**src/sv/ibcs_pkg.sv**
```systemverilog
// ----------------------------------------------------------------------------
// ibcs_pkg
// shared types, constants and helpers for the imu bias calibrate and smooth block
// ----------------------------------------------------------------------------
`default_nettype none
package ibcs_pkg;
  localparam int AXES = 6;
  localparam int WINDOW_DEPTH = 4;
  localparam int SLOT_BITS = (WINDOW_DEPTH > 1) ? $clog2(WINDOW_DEPTH) : 1;
  localparam int FILL_BITS = $clog2(WINDOW_DEPTH + 1);
  localparam int COUNT_BITS = 16;
  localparam int AXIS_BITS = 3;
  localparam int SUM_BITS = 48;
  localparam int WSUM_BITS = 34;
  localparam int QUO_BITS = 48;
  localparam int DIV_STEP_BITS = 6;
  localparam int CFG_DATA_BITS = 24;
  localparam int CFG_INDEX_BITS = 1;

  localparam logic [1:0] CMD_SAMPLE = 2'd0;
  localparam logic [1:0] CMD_REQUEST = 2'd1;
  localparam logic [1:0] CMD_TICK = 2'd2;

  localparam logic [CFG_INDEX_BITS-1:0] REG_WINDOW_MS = 1'd0;
  localparam logic [CFG_INDEX_BITS-1:0] REG_GRAVITY = 1'd1;

  localparam logic [15:0] WINDOW_MS_RESET = 16'd1000;
  localparam logic [23:0] GRAVITY_RESET = 24'd642690;
  localparam logic [2:0] ACCEL_Z_AXIS = 3'd2;

  typedef struct packed {
    logic [1:0]  cmd;
    logic [31:0] accel_x;
    logic [31:0] accel_y;
    logic [31:0] accel_z;
    logic [31:0] gyro_x;
    logic [31:0] gyro_y;
    logic [31:0] gyro_z;
  } in_beat_t;

  typedef struct packed {
    logic [31:0] smooth_accel_x;
    logic [31:0] smooth_accel_y;
    logic [31:0] smooth_accel_z;
    logic [31:0] smooth_gyro_x;
    logic [31:0] smooth_gyro_y;
    logic [31:0] smooth_gyro_z;
    logic        calib_active;
    logic        calib_done;
  } out_beat_t;

  // controller to datapath
  typedef struct packed {
    logic                 load;       // capture input sample
    logic                 open_win;   // clear calib sums and count
    logic                 accum;      // add sample into calib sums
    logic                 clr_smooth; // clear smoothing windows
    logic                 bias_start; // start bias division for axis
    logic                 bias_write; // write bias for axis
    logic                 smooth_upd; // correct sample and update window, axis
    logic                 avg_start;  // start average division for axis
    logic                 avg_write;  // write average for axis
    logic                 advance;    // advance slot and fill
    logic [AXIS_BITS-1:0] axis;
  } dp_cmd_t;

  typedef struct packed {
    logic                 div_busy;
    logic                 count_full;
  } dp_status_t;

  function automatic logic signed [31:0] sat32(input logic signed [49:0] v);
    logic signed [31:0] r;
    if (v > 50'sd2147483647) r = 32'sh7fffffff;
    else if (v < -50'sd2147483648) r = 32'sh80000000;
    else r = v[31:0];
    return r;
  endfunction
endpackage
`default_nettype wire

```
**src/sv/ibcs_divider.sv**
```systemverilog
// ----------------------------------------------------------------------------
// ibcs_divider
// restoring divider, signed numerator, round half away from zero
// ----------------------------------------------------------------------------
`default_nettype none
module ibcs_divider (
  input  wire logic                               clk,
  input  wire logic                               rst,
  input  wire logic                               start,
  input  wire logic signed [ibcs_pkg::SUM_BITS-1:0] num,
  input  wire logic [ibcs_pkg::COUNT_BITS-1:0]    den,
  output logic                                    busy,
  output logic signed [ibcs_pkg::SUM_BITS+1:0]    quo
);
  localparam int QB = ibcs_pkg::QUO_BITS;
  localparam int DB = ibcs_pkg::COUNT_BITS;
  localparam int CB = $clog2(QB + 1);

  logic [QB-1:0] q;
  logic [DB:0]   rem;
  logic [DB-1:0] d;
  logic          neg;
  logic [CB-1:0] cnt;
  logic [DB:0]   trial;
  logic [QB-1:0] mag;

  assign mag = num[QB-1] ? (QB)'(-num) : num[QB-1:0];

  always_ff @(posedge clk) begin
    if (rst) begin
      busy <= 1'b0;
    end else if (start) begin
      busy <= 1'b1;
    end else if (busy && cnt == '0) begin
      busy <= 1'b0;
    end
  end

  // numerator pre-added with den/2; one quotient bit per cycle
  always_ff @(posedge clk) begin
    if (start) begin
      q   <= mag + QB'(den >> 1);
      rem <= '0;
      d   <= den;
      neg <= num[QB-1];
      cnt <= CB'(QB);
    end else if (busy && cnt != '0) begin
      rem <= trial >= {1'b0, d} ? trial - {1'b0, d} : trial;
      q   <= {q[QB-2:0], trial >= {1'b0, d}};
      cnt <= cnt - 1'b1;
    end
  end

  // mag + den/2 fits since the sum stays below 2^47 + 2^15
  assign trial = {rem[DB-1:0], q[QB-1]};
  assign quo = neg ? -$signed({2'b00, q}) : $signed({2'b00, q});
endmodule
`default_nettype wire

```
**src/sv/ibcs_datapath.sv**
```systemverilog
// ----------------------------------------------------------------------------
// ibcs_datapath
// calibration sums, biases, smoothing windows and result register
// ----------------------------------------------------------------------------
`default_nettype none
module ibcs_datapath (
  input  wire logic                  clk,
  input  wire logic                  rst,
  input  wire ibcs_pkg::in_beat_t    in_beat,
  input  wire ibcs_pkg::dp_cmd_t     dcmd,
  input  wire logic [23:0]           gravity,
  output ibcs_pkg::dp_status_t       status,
  output logic [31:0]                avg [ibcs_pkg::AXES]
);
  localparam int AX = ibcs_pkg::AXES;
  localparam int WD = ibcs_pkg::WINDOW_DEPTH;
  localparam int SB = ibcs_pkg::SUM_BITS;
  localparam int WB = ibcs_pkg::WSUM_BITS;
  localparam int CB = ibcs_pkg::COUNT_BITS;
  localparam int FB = ibcs_pkg::FILL_BITS;
  localparam int PB = ibcs_pkg::SLOT_BITS;
  localparam int MB = $clog2(AX * WD);

  logic signed [31:0] raw [AX];
  logic signed [SB-1:0] calib_sums [AX];
  logic signed [31:0] axis_bias [AX];
  logic signed [WB-1:0] window_sums [AX];
  logic signed [31:0] window_store [AX * WD];
  logic [CB-1:0] sample_count;
  logic [PB-1:0] write_slot;
  logic [FB-1:0] fill_level;
  logic signed [31:0] old_val;
  logic signed [31:0] corr;
  logic signed [SB+1:0] quo;
  logic div_start;
  logic div_busy;
  logic signed [SB-1:0] div_num;
  logic [CB-1:0] div_den;
  logic [MB-1:0] addr;
  logic full;

  assign full = fill_level == FB'(WD);
  assign addr = MB'(dcmd.axis * WD) + MB'(write_slot);
  assign status = '{div_busy: div_busy, count_full: sample_count == {CB{1'b1}}};
  assign corr = ibcs_pkg::sat32(50'(raw[dcmd.axis]) + 50'(axis_bias[dcmd.axis]));
  assign div_start = dcmd.bias_start | dcmd.avg_start;
  assign div_num = dcmd.bias_start ? calib_sums[dcmd.axis] : SB'(window_sums[dcmd.axis]);
  assign div_den = dcmd.bias_start ? sample_count : CB'(fill_level);

  ibcs_divider u_div (
    .clk(clk), .rst(rst), .start(div_start), .num(div_num), .den(div_den),
    .busy(div_busy), .quo(quo)
  );

  // old entry is registered during the controller read step and used by the update step
  always_ff @(posedge clk) begin
    old_val <= window_store[addr];
    if (dcmd.smooth_upd) begin
      window_store[addr] <= corr;
    end
  end

  always_ff @(posedge clk) begin
    if (dcmd.load) begin
      raw[0] <= in_beat.accel_x;
      raw[1] <= in_beat.accel_y;
      raw[2] <= in_beat.accel_z;
      raw[3] <= in_beat.gyro_x;
      raw[4] <= in_beat.gyro_y;
      raw[5] <= in_beat.gyro_z;
    end
    if (dcmd.avg_write) begin
      avg[dcmd.axis] <= quo[31:0];
    end
  end

  always_ff @(posedge clk) begin
    if (rst) begin
      sample_count <= '0;
      write_slot   <= '0;
      fill_level   <= '0;
      for (int a = 0; a < AX; a++) begin
        calib_sums[a]  <= '0;
        axis_bias[a]   <= '0;
        window_sums[a] <= '0;
      end
    end else begin
      if (dcmd.open_win) begin
        sample_count <= '0;
        for (int a = 0; a < AX; a++) calib_sums[a] <= '0;
      end else if (dcmd.accum) begin
        sample_count <= sample_count + 1'b1;
        for (int a = 0; a < AX; a++) begin
          if (51'(calib_sums[a]) + 51'(raw[a]) > 51'sh7fffffffffff) begin
            calib_sums[a] <= {1'b0, {(SB-1){1'b1}}};
          end else if (51'(calib_sums[a]) + 51'(raw[a]) < -51'sh800000000000) begin
            calib_sums[a] <= {1'b1, {(SB-1){1'b0}}};
          end else begin
            calib_sums[a] <= calib_sums[a] + SB'(raw[a]);
          end
        end
      end
      if (dcmd.bias_write) begin
        axis_bias[dcmd.axis] <= ibcs_pkg::sat32(
          ((dcmd.axis == ibcs_pkg::ACCEL_Z_AXIS) ? $signed({26'd0, gravity}) : 50'sd0)
          - quo);
      end
      if (dcmd.clr_smooth) begin
        write_slot <= '0;
        fill_level <= '0;
        for (int a = 0; a < AX; a++) window_sums[a] <= '0;
      end else begin
        if (dcmd.smooth_upd) begin
          window_sums[dcmd.axis] <= window_sums[dcmd.axis] + WB'(corr)
            - (full ? WB'(old_val) : WB'(0));
        end
        if (dcmd.advance) begin
          if (!full) fill_level <= fill_level + 1'b1;
          write_slot <= (WD == 1 || 32'(write_slot) == WD - 1) ? '0 : write_slot + 1'b1;
        end
      end
    end
  end
endmodule
`default_nettype wire

```
**config.mk**
```make
export PLATFORM = sky130hd
export DESIGN_NAME = ibcs_datapath
export DESIGN_NICKNAME = d
export VERILOG_FILES = /design/src/sv/ibcs_pkg.sv /design/src/sv/ibcs_divider.sv /design/src/sv/ibcs_datapath.sv
export SDC_FILE = /design/constraint.sdc
export NUM_CORES = 2
export LEC_CHECK = 0
export BUFFER_PORTS_ARGS = -buffer_cell sky130_fd_sc_hd__buf_2
export CAP_MARGIN = 20
export CORE_MARGIN = 2
export CORE_UTILIZATION = 43
export DETAILED_ROUTE_END_ITERATION = 10
export SLEW_MARGIN = 20
export SYNTH_ARGS = -nofsm -noshare
export SYNTH_HDL_FRONTEND = slang
export SYNTH_SLANG_ARGS = --single-unit
```
**constraint.sdc**
```tcl
create_clock -name clk -period 12.09 [get_ports clk]
set_input_delay 1.8135 -clock clk [delete_from_list [all_inputs] [get_ports clk]]
set_output_delay 1.8135 -clock clk [all_outputs]
set_load 0.01 [all_outputs]
```
==> results.py <==
metrics = {
    "clock_network": {
        "h-tree-depth": 4,
        "cts_buffer_depth": 3,
        "numCtsBuffers": 226,
        "post_cts_buffers": 0,
        "ctsResizeCount": 0,
        "path_clk_slew_ps": 60,
        "clock_sink_count": 2109,
        "cts_root_buf": "clkbuf_16",
        "hold_buffers": 0,
        "clk_latency_ps": 930,
        "cts_tree": "yes",
    },
    "power_and_ir_drop": {
        "pwr_density_cell_nw_per_um2": 190.2,
        "vdd_drop_max_v": 0.0002011,
        "total_power_w": 0.02334,
        "leakagePower_nw": 46.20,
    },
    "setup_path": {
        "crit_fanout": 56,
        "cp-end-kind": "register",
        "required_ps": 12670,
        "slowest_stage": "a2111oi_0",
        "critPathArrivalTime_ps": 12000,
        "worstSetupPathType": "in -> reg",
        "cpPeakStageDelay_ps": 760,
        "start_kind": "primary input",
    },
    "sta": {
        "setup_viol": 0,
        "max_freq_mhz": 87.59,
        "skew_ps": 136.6,
        "maxSlewHeadroom": 0.1622,
        "slew_violations": 0,
        "tightest_slew_ps": 1248,
        "fin_crit_ps": 11420,
        "fin_crit_sh": 0.9443,
        "hold_viol_final": 0,
        "rsz0062_at_grt": "false",
        "tns_ps": 0,
    },
    "grt": {
        "antenna_found_initial": 24,
        "grt_pass1_wl_um": 514300,
        "grt_max_degree": 116,
        "grt_overflow_total": 0,
        "grt_pass1_vias": 72890,
        "grtUsageTotal": 0.2749,
    },
    "placed_design": {
        "finalWeightedCongestion": 0.9849,
        "port_buffers": 424,
        "place_area_sq_um": 115000,
        "place.detailed.hpwl_um": 246900,
    },
    "die": {
        "die_w_um": 504.9,
        "dieArea_sq_um": 255000,
        "coreArea_sq_um": 249100,
        "die_y_um": 504.9,
        "start_util": 0.4331,
        "core.rowCount": 183,
        "ioPinCount": 427,
    },
    "synthesis": {
        "syn_nets": 9204,
        "post_synth_num_cell_types": 105,
        "ys_seq_area_frac": 0.5799,
        "syn_area_sq_um": 107900,
        "synthArstFlopShare": 0,
        "syn_area_per_cell_sq_um": 12.68,
        "synth_warnings": 0,
        "synth_seq_cells": 2109,
        "synth_enable_flop_cells": 2033,
        "ys.flop_type": "edfxtp_1",
        "synthCells": 8507,
    },
    "cells_and_area": {
        "synthToLayoutAreaGrowth_pct": 13.77,
        "nNetsFinal": 9695,
        "mostFrequentLayoutCell": "edfxtp_1",
        "fin_area_sq_um": 122800,
        "layout_common_cells": "edfxtp_1 (2033), nor2_1 (575), a21oi_1 (571), o21ai_0 (509), nand2_1 (446)",
        "utilization": 0.4928,
        "drive_above_1_share": 0.1639,
    },
    "route": {
        "routed_wl_um": 361400,
        "ant_nets": 0,
        "drc": 0,
        "dr_total_vias": 76800,
        "drt_iter0_drc": 9455,
        "first_pass_iters": 6,
        "route.detailed.wl_per_inst_um": 28.82,
        "via_per_inst": 6.125,
    },
    "flow_run": {
        "cap_violations": 0,
    },
    "min_path": {
        "worstHoldPathType": "reg -> reg",
    },
    "run_status": {
        "outcome": "completed",
    },
}
==> flip-flops by register name (all words and copies together) (netlist names) <==
signal        count
u_div.busy        1
u_div.neg         1
window_store    768
calib_sums      288
old_val          32
u_div.d          16
write_slot        2
u_div.rem        16
window_sums     272
u_div.cnt         6
fill_level        3
axis_bias       256
u_div.q          48
sample_count     16
avg             192
raw             192
==> cell usage after synthesis (all sizes together) (23+ instances only) <==
library cell / count / area share
a22oi: 260 / 0.018
nor4: 26 / 0.0018
a211oi: 54 / 0.0038
fa: 43 / 0.0080
mux2i: 150 / 0.014
o211ai: 66 / 0.0046
nand4: 74 / 0.0043
nand2b: 77 / 0.0045
and3: 80 / 0.0046
and2: 73 / 0.0042
ha: 421 / 0.049
o31ai: 68 / 0.0048
nor2: 612 / 0.021
o21bai: 42 / 0.0029
dfxtp: 76 / 0.014
a221oi: 49 / 0.0040
or2: 38 / 0.0022
a21oi: 573 / 0.027
inv: 298 / 0.010
o21a: 59 / 0.0041
o21ai: 652 / 0.030
xnor2: 268 / 0.022
o221ai: 30 / 0.0024
edfxtp: 2033 / 0.57
mux4: 233 / 0.049
or3: 49 / 0.0028
xor2: 221 / 0.018
nand3: 121 / 0.0057
nand2: 454 / 0.016
a21o: 256 / 0.018
o41ai: 23 / 0.0022
nor2b: 81 / 0.0047
a31oi: 51 / 0.0030
buf: 119 / 0.0058
a21boi: 27 / 0.0019
nor3: 77 / 0.0038
clkbuf: 296 / 0.010
mux2: 56 / 0.0059
==> area by class of cell <==
cell class / instances / area, sq um
fillers: 21790 / 126400
flip-flops and latches: 2109 / 62580
multi-input cells: 5685 / 43030
clock buffers: 270 / 5932
well taps: 3330 / 4167
repair buffers: 678 / 4139
clock inverters: 159 / 1765
inverters: 298 / 1126
diodes: 9 / 22.52
==> metal layers <==
layer	up-vias	wire length, um	GRT usage
li1	33910	-	-
met1	38570	151500	0.3854
met2	3730	163400	0.4256
met3	583	32960	0.05510
met4	8	13450	0.09539
met5	-	56	0
==> cells by family (layout without fill, tap and decap cells) <==
kind of cell,Yosys count,after routing,share of synthesized area
AOI/OAI and AO/OA,2438,2438,0.1456
DFF,2109,2109,0.5799
and+or+nand+nor,1847,1847,0.08232
buffers and inverters,713,1405,0.02650
xor gates and xnor gates,489,489,0.03976
adders and majority gates,472,472,0.05754
muxes,439,439,0.06843
other,0,9,0
==> per-stage QoR <==
step                hold WS [ps]  setup slack, ps  std cells
global route               515.6            299.6      12530
detailed placement         458.5            257.3      12100
floorplan                  432.3            10.35       8507
finish                     463.5            673.1      12540
global placement           444.6            240.3      12100
CTS                        467.0             1104      12530
==> worst paths after layout <==
path         slack (ps)                          start  cells after the start                           end
min                 460     u_div.rem[15]$_SDFFE_PN0P_                      2    u_div.rem[15]$_SDFFE_PN0P_
max reg2reg        2190  axis_bias[4][1]$_SDFFCE_PN0P_                     35  window_sums[7][33]$_DFFE_PP_
min reg2reg         460     u_div.rem[15]$_SDFFE_PN0P_                      2    u_div.rem[15]$_SDFFE_PN0P_
max                 670                        dcmd[2]                     37  window_sums[7][33]$_DFFE_PP_
==> power by group <==
part           leakage [nW]  internal, W  switching [W]
combinational          21.9      0.00214        0.00455
clock                  3.72      0.00401        0.00311
sequential             20.6      0.00921       0.000319
==> critical path, delay by kind of cell <==
| family | cells | cell delay, ps |
|---|---|---|
| buffers and inverters | 7 | 1260 |
| adders and majority gates | 3 | 1050 |
| and+or+nand+nor | 7 | 2750 |
| xor gates and xnor gates | 2 | 640 |
| AOI/OAI and AO/OA | 18 | 4310 |
Note: power is estimated with default switching activity, not from simulation.
