==> src/sv/ibcs_pkg.sv <==
// ----------------------------------------------------------------------------
// ibcs_pkg
// shared types, constants and helpers for the imu bias calibrate and smooth block
// ----------------------------------------------------------------------------
`default_nettype none
package ibcs_pkg;
  localparam int AXES = 6;
  localparam int WINDOW_DEPTH = 4;
  localparam int SLOT_BITS = (WINDOW_DEPTH > 1) ? $clog2(WINDOW_DEPTH) : 1;
  localparam int FILL_BITS = $clog2(WINDOW_DEPTH + 1);
  localparam int COUNT_BITS = 16;
  localparam int AXIS_BITS = 3;
  localparam int SUM_BITS = 48;
  localparam int WSUM_BITS = 34;
  localparam int QUO_BITS = 48;
  localparam int DIV_STEP_BITS = 6;
  localparam int CFG_DATA_BITS = 24;
  localparam int CFG_INDEX_BITS = 1;

  localparam logic [1:0] CMD_SAMPLE = 2'd0;
  localparam logic [1:0] CMD_REQUEST = 2'd1;
  localparam logic [1:0] CMD_TICK = 2'd2;

  localparam logic [CFG_INDEX_BITS-1:0] REG_WINDOW_MS = 1'd0;
  localparam logic [CFG_INDEX_BITS-1:0] REG_GRAVITY = 1'd1;

  localparam logic [15:0] WINDOW_MS_RESET = 16'd1000;
  localparam logic [23:0] GRAVITY_RESET = 24'd642690;
  localparam logic [2:0] ACCEL_Z_AXIS = 3'd2;

  typedef struct packed {
    logic [1:0]  cmd;
    logic [31:0] accel_x;
    logic [31:0] accel_y;
    logic [31:0] accel_z;
    logic [31:0] gyro_x;
    logic [31:0] gyro_y;
    logic [31:0] gyro_z;
  } in_beat_t;

  typedef struct packed {
    logic [31:0] smooth_accel_x;
    logic [31:0] smooth_accel_y;
    logic [31:0] smooth_accel_z;
    logic [31:0] smooth_gyro_x;
    logic [31:0] smooth_gyro_y;
    logic [31:0] smooth_gyro_z;
    logic        calib_active;
    logic        calib_done;
  } out_beat_t;

  // controller to datapath
  typedef struct packed {
    logic                 load;       // capture input sample
    logic                 open_win;   // clear calib sums and count
    logic                 accum;      // add sample into calib sums
    logic                 clr_smooth; // clear smoothing windows
    logic                 bias_start; // start bias division for axis
    logic                 bias_write; // write bias for axis
    logic                 smooth_upd; // correct sample and update window, axis
    logic                 avg_start;  // start average division for axis
    logic                 avg_write;  // write average for axis
    logic                 advance;    // advance slot and fill
    logic [AXIS_BITS-1:0] axis;
  } dp_cmd_t;

  typedef struct packed {
    logic                 div_busy;
    logic                 count_full;
  } dp_status_t;

  function automatic logic signed [31:0] sat32(input logic signed [49:0] v);
    logic signed [31:0] r;
    if (v > 50'sd2147483647) r = 32'sh7fffffff;
    else if (v < -50'sd2147483648) r = 32'sh80000000;
    else r = v[31:0];
    return r;
  endfunction
endpackage
`default_nettype wire

==> src/sv/ibcs_controller.sv <==
// ----------------------------------------------------------------------------
// ibcs_controller
// sequencer for commands, calibration window and per-axis division steps
// ----------------------------------------------------------------------------
`default_nettype none
module ibcs_controller (
  input  wire logic                  clk,
  input  wire logic                  rst,
  input  wire logic                  in_valid,
  input  wire logic [1:0]            in_cmd,
  output logic                       in_ready,
  output logic                       out_valid,
  input  wire logic                  out_ready,
  input  wire logic [15:0]           window_ms,
  input  wire ibcs_pkg::dp_status_t  status,
  output ibcs_pkg::dp_cmd_t          dcmd,
  output logic                       calib_active,
  output logic                       calib_done
);
  localparam logic [2:0] LAST_AXIS = 3'(ibcs_pkg::AXES - 1);

  typedef enum logic [8:0] {
    S_IDLE  = 9'b000000001,
    S_CAL   = 9'b000000010,
    S_BSTRT = 9'b000000100,
    S_BWAIT = 9'b000001000,
    S_RD    = 9'b000010000,
    S_UPD   = 9'b000100000,
    S_ASTRT = 9'b001000000,
    S_AWAIT = 9'b010000000,
    S_OUT   = 9'b100000000
  } state_t;

  state_t state, state_next;
  logic request_pending, calibrating, closing;
  logic [15:0] elapsed_ms;
  logic [2:0] axis;
  logic accept;

  assign in_ready = state == S_IDLE;
  assign out_valid = state == S_OUT;
  assign accept = in_valid && in_ready;
  assign calib_active = calibrating;

  always_comb begin
    state_next = state;
    dcmd = '0;
    dcmd.axis = axis;
    case (state)
      S_IDLE: begin
        if (accept && in_cmd == ibcs_pkg::CMD_SAMPLE) begin
          dcmd.load = 1'b1;
          dcmd.open_win = request_pending && !calibrating;
          state_next = S_CAL;
        end
      end
      S_CAL: begin
        dcmd.accum = calibrating && !status.count_full;
        state_next = (calibrating && elapsed_ms >= window_ms) ? S_BSTRT : S_RD;
      end
      S_BSTRT: begin
        dcmd.bias_start = 1'b1;
        state_next = S_BWAIT;
      end
      S_BWAIT: begin
        if (!status.div_busy) begin
          dcmd.bias_write = 1'b1;
          dcmd.clr_smooth = axis == LAST_AXIS;
          state_next = axis == LAST_AXIS ? S_RD : S_BSTRT;
        end
      end
      S_RD: state_next = S_UPD;
      S_UPD: begin
        dcmd.smooth_upd = 1'b1;
        dcmd.advance = axis == LAST_AXIS;
        state_next = axis == LAST_AXIS ? S_ASTRT : S_RD;
      end
      S_ASTRT: begin
        dcmd.avg_start = 1'b1;
        state_next = S_AWAIT;
      end
      S_AWAIT: begin
        if (!status.div_busy) begin
          dcmd.avg_write = 1'b1;
          state_next = axis == LAST_AXIS ? S_OUT : S_ASTRT;
        end
      end
      S_OUT: if (out_ready) state_next = S_IDLE;
      default: state_next = S_IDLE;
    endcase
  end

  always_ff @(posedge clk) begin
    if (rst) begin
      state           <= S_IDLE;
      request_pending <= 1'b1;
      calibrating     <= 1'b0;
      elapsed_ms      <= '0;
      axis            <= '0;
      calib_done      <= 1'b0;
      closing         <= 1'b0;
    end else begin
      state <= state_next;
      if (accept && in_cmd == ibcs_pkg::CMD_REQUEST) request_pending <= 1'b1;
      if (accept && in_cmd == ibcs_pkg::CMD_TICK && elapsed_ms != 16'hffff) begin
        elapsed_ms <= elapsed_ms + 1'b1;
      end
      if (dcmd.open_win) begin
        request_pending <= 1'b0;
        calibrating     <= 1'b1;
        elapsed_ms      <= '0;
      end
      if (dcmd.load) begin
        calib_done <= 1'b0;
        axis       <= '0;
      end
      if (state == S_CAL) begin
        closing <= calibrating && elapsed_ms >= window_ms;
      end
      if (dcmd.bias_write) begin
        axis <= axis == LAST_AXIS ? '0 : axis + 1'b1;
        if (axis == LAST_AXIS) begin
          calibrating <= 1'b0;
          calib_done  <= closing;
        end
      end
      if (dcmd.smooth_upd || dcmd.avg_write) begin
        axis <= axis == LAST_AXIS ? '0 : axis + 1'b1;
      end
    end
  end
endmodule
`default_nettype wire

==> config.mk <==
export PLATFORM = sky130hd
export DESIGN_NAME = ibcs_controller
export DESIGN_NICKNAME = d
export VERILOG_FILES = /design/src/sv/ibcs_pkg.sv /design/src/sv/ibcs_controller.sv
export SDC_FILE = /design/constraint.sdc
export NUM_CORES = 1
export LEC_CHECK = 0
export ABC_CLOCK_PERIOD_IN_PS = 1700
export BUFFER_PORTS_ARGS = -buffer_cell sky130_fd_sc_hd__buf_2
export CAP_MARGIN = 10
export CORE_MARGIN = 1
export CORE_UTILIZATION = 35
export DETAILED_ROUTE_END_ITERATION = 10
export SKIP_CTS_REPAIR_TIMING = 1
export SLEW_MARGIN = 20
export SYNTH_ARGS = -nofsm -noshare
export SYNTH_HDL_FRONTEND = slang
export SYNTH_SLANG_ARGS = --single-unit
==> constraint.sdc <==
create_clock -name clk -period 1.7 [get_ports clk]
set_clock_uncertainty 0.05 [all_clocks]
set_input_delay 0.34 -clock clk [delete_from_list [all_inputs] [get_ports clk]]
set_output_delay 0.34 -clock clk [all_outputs]
set_load 0.005 [all_outputs]
==> key figures, run 1 <==
Status
  • Status: finished with violations
  • Violated checks: setup timing

Power and ir drop
  • Switching share of power: between 20% and 30%
  • Power per cell area: around 580 mW/mm^2
  • Part of the power in registers: between 40 and 50%
  • LEAKAGE: ~1.5 nW
  • Clk network pwr share: slightly below 30%
  • Comb power frac: 27.5%
  • Cell internal pwr: 1.31 mW
  • Worst VDD drop: between 0.3 and 0.4 mV
  • Switching power: ~540 uW

Layout
  • Final net count: around 400
  • Synthesis-to-finish area growth: 51.3%
  • Ant diodes: 0
  • Post-Route Utilization: 56.3%
  • Layout filler cell count: about 530
  • Reg area: between 600 and 700 um^2
  • Share of layout cells above drive strength 1: 47.3%
  • Area of the multi-input gates: ~0.0016 mm^2

Critical path
  • Max incr delay on CP: around 0.35 ns
  • Max FO, Critical Path: 3
  • CP startpoint kind: flip-flop
  • Crit end category: primary output
  • Critical setup path kind: reg -> out
  • Crit path DAT: ~1.7 ns
  • Most frequent CP cell: buf_6
  • WP data required: ~1.3 ns
  • Crit path max-delay cell type: dfxtp_4
  • Critical Path, Cell by Cell: buf_6 > nor4_4 > buf_4 > buf_6 > and4b_1 > buf_2

Clock network
  • Clock latency on the worst-skew pair: approximately 0.28 ns
  • Clock Tree Root: clkbuf_8
  • CTS H-tree lvls: 2
  • CTS Sinks: 32
  • TritonCTS Buffers: 5
  • Worst-path clk slew: about 0.060 ns
  • Clk buf depth: 2
  • CTS tree: yes

Logic synthesis
  • Cell variety after synth: 54
  • Leading area contributor after synthesis: dfxtp_1
  • Post-synth ARST share: 0%
  • Avg Synthesized Cell Area: 8.16 um^2
  • Mapped Nets: around 300
  • Post-synthesis register bit count: 32
  • Seq/Total Area, Yosys: roughly 31%
  • Dominant register cell in the synthesized netlist: dfxtp_1
  • Post-synth EDFFs: 0
  • Area fraction of the dominant cell type after synthesis: between 30 and 40%
  • Top cells by area, synth: dfxtp_1, ha_1, nor2_1
  • Yosys warning total: 0
  • Post-Syn Area: 0.00210 mm^2
  • Cells after synthesis: roughly 260

Min path
  • HP Class: in -> reg

STA
  • Setup-failing EPs final: 36
  • Slew headroom: 74.3%
  • Final Hold Vio Count: 0
  • Setup_tns: -4.79 ns
  • Part of the cycle the worst path needs: 121%
  • Worst-Margin Slew: about 0.38 ns
  • RSZ-0062 raised after global routing: true
  • Fin crit period: between 2 and 2.5 ns
  • PnR worst setup slack: -0.351 ns
  • F_max: ~0.49 GHz
  • Final Max Slew Viols: 0

Drt
  • 1st-pass router iterations: 5
  • Drt wl/cell: around 13 um
  • WL final: ~5400 um
  • Starting DRT DRC Count: between 60 and 70
  • Vias/cell: 5.03
  • Antenna Violating Nets Remaining: 0
  • Residual DRC: 0
  • Via count: 2149

Floorplanning
  • Die Wd: ~80 um
  • Initial Util: between 30% and 40%
  • I/O pin count: slightly above 40
  • Die ar.: ~0.0063 mm^2
  • Core area: between 0.005 and 0.006 mm^2
  • Die height: just under 80 um
  • Row cnt: 27

Job
  • Max-cap viol count: 0

Placed design
  • Port Buffers: 40
  • HPWL after DPL: 4060 um
  • Post-Place Setup Slack: -0.246 ns
  • RD Place Congestion: just over 0.8

Global routing
  • Grt ovf: 0
  • Vias in the first global route: between 1500 and 2000
  • Number of antenna violations at the first check in global routing: 0
  • Largest net degree at the start of global routing: 10
  • First-pass GRT wire length: 8370 um
  • Total track usage: around 17%
## cell usage in the layout (no fill, tap or decap), types with 4 or more instances in the layout
cell,n
nand2_2,4
dfxtp_2,11
buf_4,52
and3_1,6
mux2i_1,4
a211oi_1,4
ha_1,12
xor2_1,13
dfxtp_1,18
buf_6,7
nand3_2,4
inv_1,21
a21oi_2,4
nand3_1,5
nor2_1,36
nand4_1,8
buf_2,39
clkbuf_8,5
nand2_1,20
ha_4,5
a21oi_1,8
and4_1,4
## through the flow
step | power, mW | cells | area (um^2) | hold slack [ns]
floorplan | 1.01 | 257 | 2110 | 0.366
CTS | 1.73 | 423 | 2840 | 0.292
global placement | 1.18 | 416 | 2760 | 0.415
finish | 1.85 | 427 | 3180 | 0.298
global route | 1.94 | 427 | 3180 | 0.302
detailed placement | 1.19 | 416 | 2760 | 0.415
## cell type report
cell class                      count  area share, %
Clock buffer                        6           2.29
Clock inverter                      1          0.158
Inverter                           22           2.60
Multi-Input combinational cell    196           50.2
Sequential cell                    32           21.0
Tap cell                           72           2.84
Timing Repair Buffer               98           20.9
## registers in the layout, indices dropped and copies added (netlist names)
register	cells
calib_done	1
request_pending	1
axis	3
closing	1
elapsed_ms	16
state	9
calib_active	1
## power groups by stage
stage	Clock, mW	Sequential (mW)	Combinational (mW)
3_5_place_dp	0	0.809	0.376
3_3_place_gp	0	0.808	0.369
6_report	0.545	0.794	0.508
5_1_grt	0.597	0.796	0.551
2_1_floorplan	0	0.806	0.199
4_1_cts	0.563	0.792	0.379
## worst paths after layout
path | from | to | slack, ns | cells after the start
hold reg to reg | closing | closing | 0.43 | 2
hold / removal | rst | state[7] | 0.30 | 2
setup reg to reg | state[0] | axis[2] | -0.15 | 9
setup / recovery | state[0] | dcmd[8] | -0.35 | 6
## Yosys cell counts, types with 2 or more instances
library cell / instances
a211oi_1: 6
a21o_1: 3
a21oi_1: 13
and2_1: 2
and3_1: 6
and3b_1: 2
and4_1: 4
buf_2: 3
clkbuf_1: 2
dfxtp_1: 32
ha_1: 17
inv_1: 22
mux2i_1: 4
nand2_1: 23
nand3_1: 9
nand4_1: 8
nor2_1: 38
nor2_2: 2
nor2b_1: 2
nor3_1: 4
nor3_2: 2
nor3b_1: 2
nor4_2: 2
nor4b_1: 3
o21ai_0: 3
or3_1: 2
xnor2_1: 2
xor2_1: 13
## metal layers
layer / wire length (um) / global-route usage [%] / vias up
met5: 0 / 0 / -
met2: 2720 / 29.8 / 42
met3: 183 / 3.77 / 13
li1: - / - / 1098
met4: 113 / 6.36 / 0
met1: 2360 / 19.7 / 996
## cells by family (layout without fill, tap and decap cells)
logic type | Yosys count | in the layout | synth area share, %
AO/OA/AOI/OAI | 36 | 36 | 11.5
XOR/XNOR | 15 | 15 | 6.26
adder cells (fa/ha/maj) | 17 | 17 | 10.1
buffers and inverters | 29 | 127 | 5.90
flip-flops | 32 | 32 | 30.5
multiplexers | 5 | 5 | 2.44
AND/OR/NAND/NOR | 123 | 123 | 33.2
## critical path: cells and delay by family, from the launching register on
family | cells | cell delay, ns
buffers and inverters | 4 | 0.52
DFF | 1 | 0.35
and+or+nand+nor | 2 | 0.52
(Power assumes the default switching activity.)
==> run 2, diff against run 1 <==
--- a/config.mk
+++ b/config.mk
@@ -9,8 +9,11 @@
 export BUFFER_PORTS_ARGS = -buffer_cell sky130_fd_sc_hd__buf_2
 export CAP_MARGIN = 10
 export CORE_MARGIN = 1
-export CORE_UTILIZATION = 35
+export CORE_UTILIZATION = 50
+export CTS_CLUSTER_SIZE = 20
 export DETAILED_ROUTE_END_ITERATION = 10
+export GPL_TIMING_DRIVEN = 0
+export PLACE_DENSITY = 0.76
 export SKIP_CTS_REPAIR_TIMING = 1
 export SLEW_MARGIN = 20
 export SYNTH_ARGS = -nofsm -noshare
==> key figures, run 2 (synthesis gave the netlist of run 1 again) <==
Layout
  • Layout filler cell count: 247 (-54%)
  • Design area: 0.00322 mm^2 (+1.3%)
  • Synthesis-to-finish area growth: 53.3%
  • Share of layout cells above drive strength 1: 51.4% (+4.0 points)
  • Ant diodes: 0 (unchanged)
  • Largest Register: elapsed_ms
  • Post-route insts no fill: 381 (-11%)
  • Post-Route Utilization: 79.8% (+24 points)
  • Commonest non-fill, non-tap cells in the layout: buf_2, nor2_1, inv_1, buf_4, nand2_1
  • Final net count: 371 (-6.3%)
  • Most common cell after layout, fill and taps aside: buf_2
  • Number of flip-flops in the largest register: 16 (unchanged)
  • Biggest regs: elapsed_ms (16), state (9), axis (3)

Critical path
  • Max incr delay on CP: 0.37 ns (+0.02 ns)
  • CP Buf/Inv Count: 1 (-3)
  • Max FO, Critical Path: 5 (+2)
  • Crit path max-delay cell type: dfxtp_4
  • CP startpoint kind: flip-flop
  • WP data required: 1.31 ns (about the same)
  • Crit end category: primary output
  • Critical setup path kind: reg -> out
  • Critical Path, Cell by Cell: nor4b_4 > nand3_2 > nor2_4 > nand2_2 > nor2_1 > buf_2
  • Critical path's top delay family: simple AND/OR/NAND/NOR gates
  • Crit path DAT: 1.65 ns (about the same)

Drt
  • Via count: 2163 (+0.65%)
  • Residual DRC: 0 (unchanged)
  • Drt wl/cell: 16.2 um (+29%)
  • Vias/cell: 5.68 (+13%)
  • WL final: 6170 um (+15%)
  • Antenna Violating Nets Remaining: 0 (unchanged)
  • 1st-pass router iterations: 4 (-1)
  • Starting DRT DRC Count: 52 (-21%)

Floorplanning
  • Core area: 0.00403 mm^2 (-29%)
  • Die height: 66.8 um (-16%)
  • I/O pin count: 41 (unchanged)
  • Row cnt: 23 (-15%)
  • Initial Util: 52.1% (+15 points)
  • Die Wd: 66.8 um (-16%)
  • Die ar.: 0.00446 mm^2 (-29%)

Global routing
  • Largest net degree at the start of global routing: 11 (+1)
  • Grt ovf: 0 (unchanged)
  • Total track usage: 21.0% (+4.1 points)
  • Number of antenna violations at the first check in global routing: 0 (unchanged)
  • Vias in the first global route: 1754 (-11%)
  • First-pass GRT wire length: 7110 um (-15%)

Placed design
  • Port Buffers: 39 (-2.5%)
  • DP Area: 0.00236 mm^2 (-14%)
  • Cells after DPL: 346 (-17%)
  • HPWL after DPL: 3350 um (-17%)
  • Post-Place Setup Slack: -0.289 ns (-0.0430 ns)
  • RD Place Congestion: 0.845 (+3.0%)

Job
  • Max-cap viol count: 0 (unchanged)

Power and ir drop
  • Power per cell area: 594 mW/mm^2 (+2.1%)
  • LEAKAGE: 1.43 nW (-4.6%)
  • Worst VDD drop: 0.389 mV (+24%)

Clock network
  • CTS Sinks: 32 (unchanged)
  • Clk buf depth: 2 (unchanged)
  • CTS tree: yes
  • CTS H-tree lvls: 2 (unchanged)
  • Clock Tree Root: clkbuf_8
  • TritonCTS Buffers: 5 (unchanged)
  • Clock latency on the worst-skew pair: 0.29 ns (about the same)
  • Worst-path clk slew: 0.07 ns (about the same)

Status
  • Violated checks: setup timing
  • Status: finished with violations

STA
  • PnR worst setup slack: -0.336 ns (+0.0145 ns)
  • Setup-failing EPs final: 36 (unchanged)
  • Worst-Margin Slew: 0.532 ns (+0.151 ns)
  • Final Hold Vio Count: 0 (unchanged)
  • Slew headroom: 64.5% (-9.7 points)
  • Setup_tns: -5.96 ns (-1.16 ns)
  • Fin crit period: 2.04 ns (-0.0145 ns)
  • F_max: 0.491 GHz (+0.71%)
  • Part of the cycle the worst path needs: 120% (-0.86 points)
  • RSZ-0062 raised after global routing: true
  • Final Max Slew Viols: 0 (unchanged)

Min path
  • HP Class: in -> reg
## run 2: metrics by stage
| step | hold WS (ns) | power [mW] |
|---|---|---|
| after floorplan | 0.366 | 1.01 |
| after global placement | 0.404 | 1.08 |
| after detailed placement | 0.413 | 1.09 |
| after CTS | 0.230 | 1.69 |
| after global routing | 0.243 | 1.98 |
| final | 0.247 | 1.91 |
## run 2: worst paths after layout
kind / startpoint / to / slack, ns / cells past startpoint
setup / recovery: state[3] / dcmd[11] / -0.34 / 6
hold / removal: in_cmd[0] / request_pending / 0.25 / 2
setup reg to reg: state[3] / elapsed_ms[4] / -0.24 / 6
hold reg to reg: closing / closing / 0.42 / 2
## run 2: final cells by class
cell class	count	area (um^2)	area share [%]
timing repair buffer	67	465	14.5
multi-input combinational	197	1780	55.4
clock buffer	8	90.1	2.80
tap	50	62.6	1.94
buffer	5	45.0	1.40
inverter	22	82.6	2.57
sequential	32	689	21.4
## run 2: report_power, final
group          switching (mW)  internal [mW]
Sequential             0.0383          0.759
Combinational           0.245          0.263
Clock                   0.276          0.330
## run 2: routing by layer
layer	wire length [um]	track usage (%)	vias to the layer above
met1	2390	24.5	1011
met3	260	4.79	28
met2	3250	37.1	75
met4	266	7.71	0
met5	0	0	-
li1	-	-	1049
## run 2: worst reg2reg max path: stages, from the launching register on
cell	delay (ns)
dfxtp_4	0.37
nor4b_4	0.35
nand4_1	0.21
o21ba_4	0.33
nand2_4	0.07
nor2_4	0.12
mux2_4	0.31
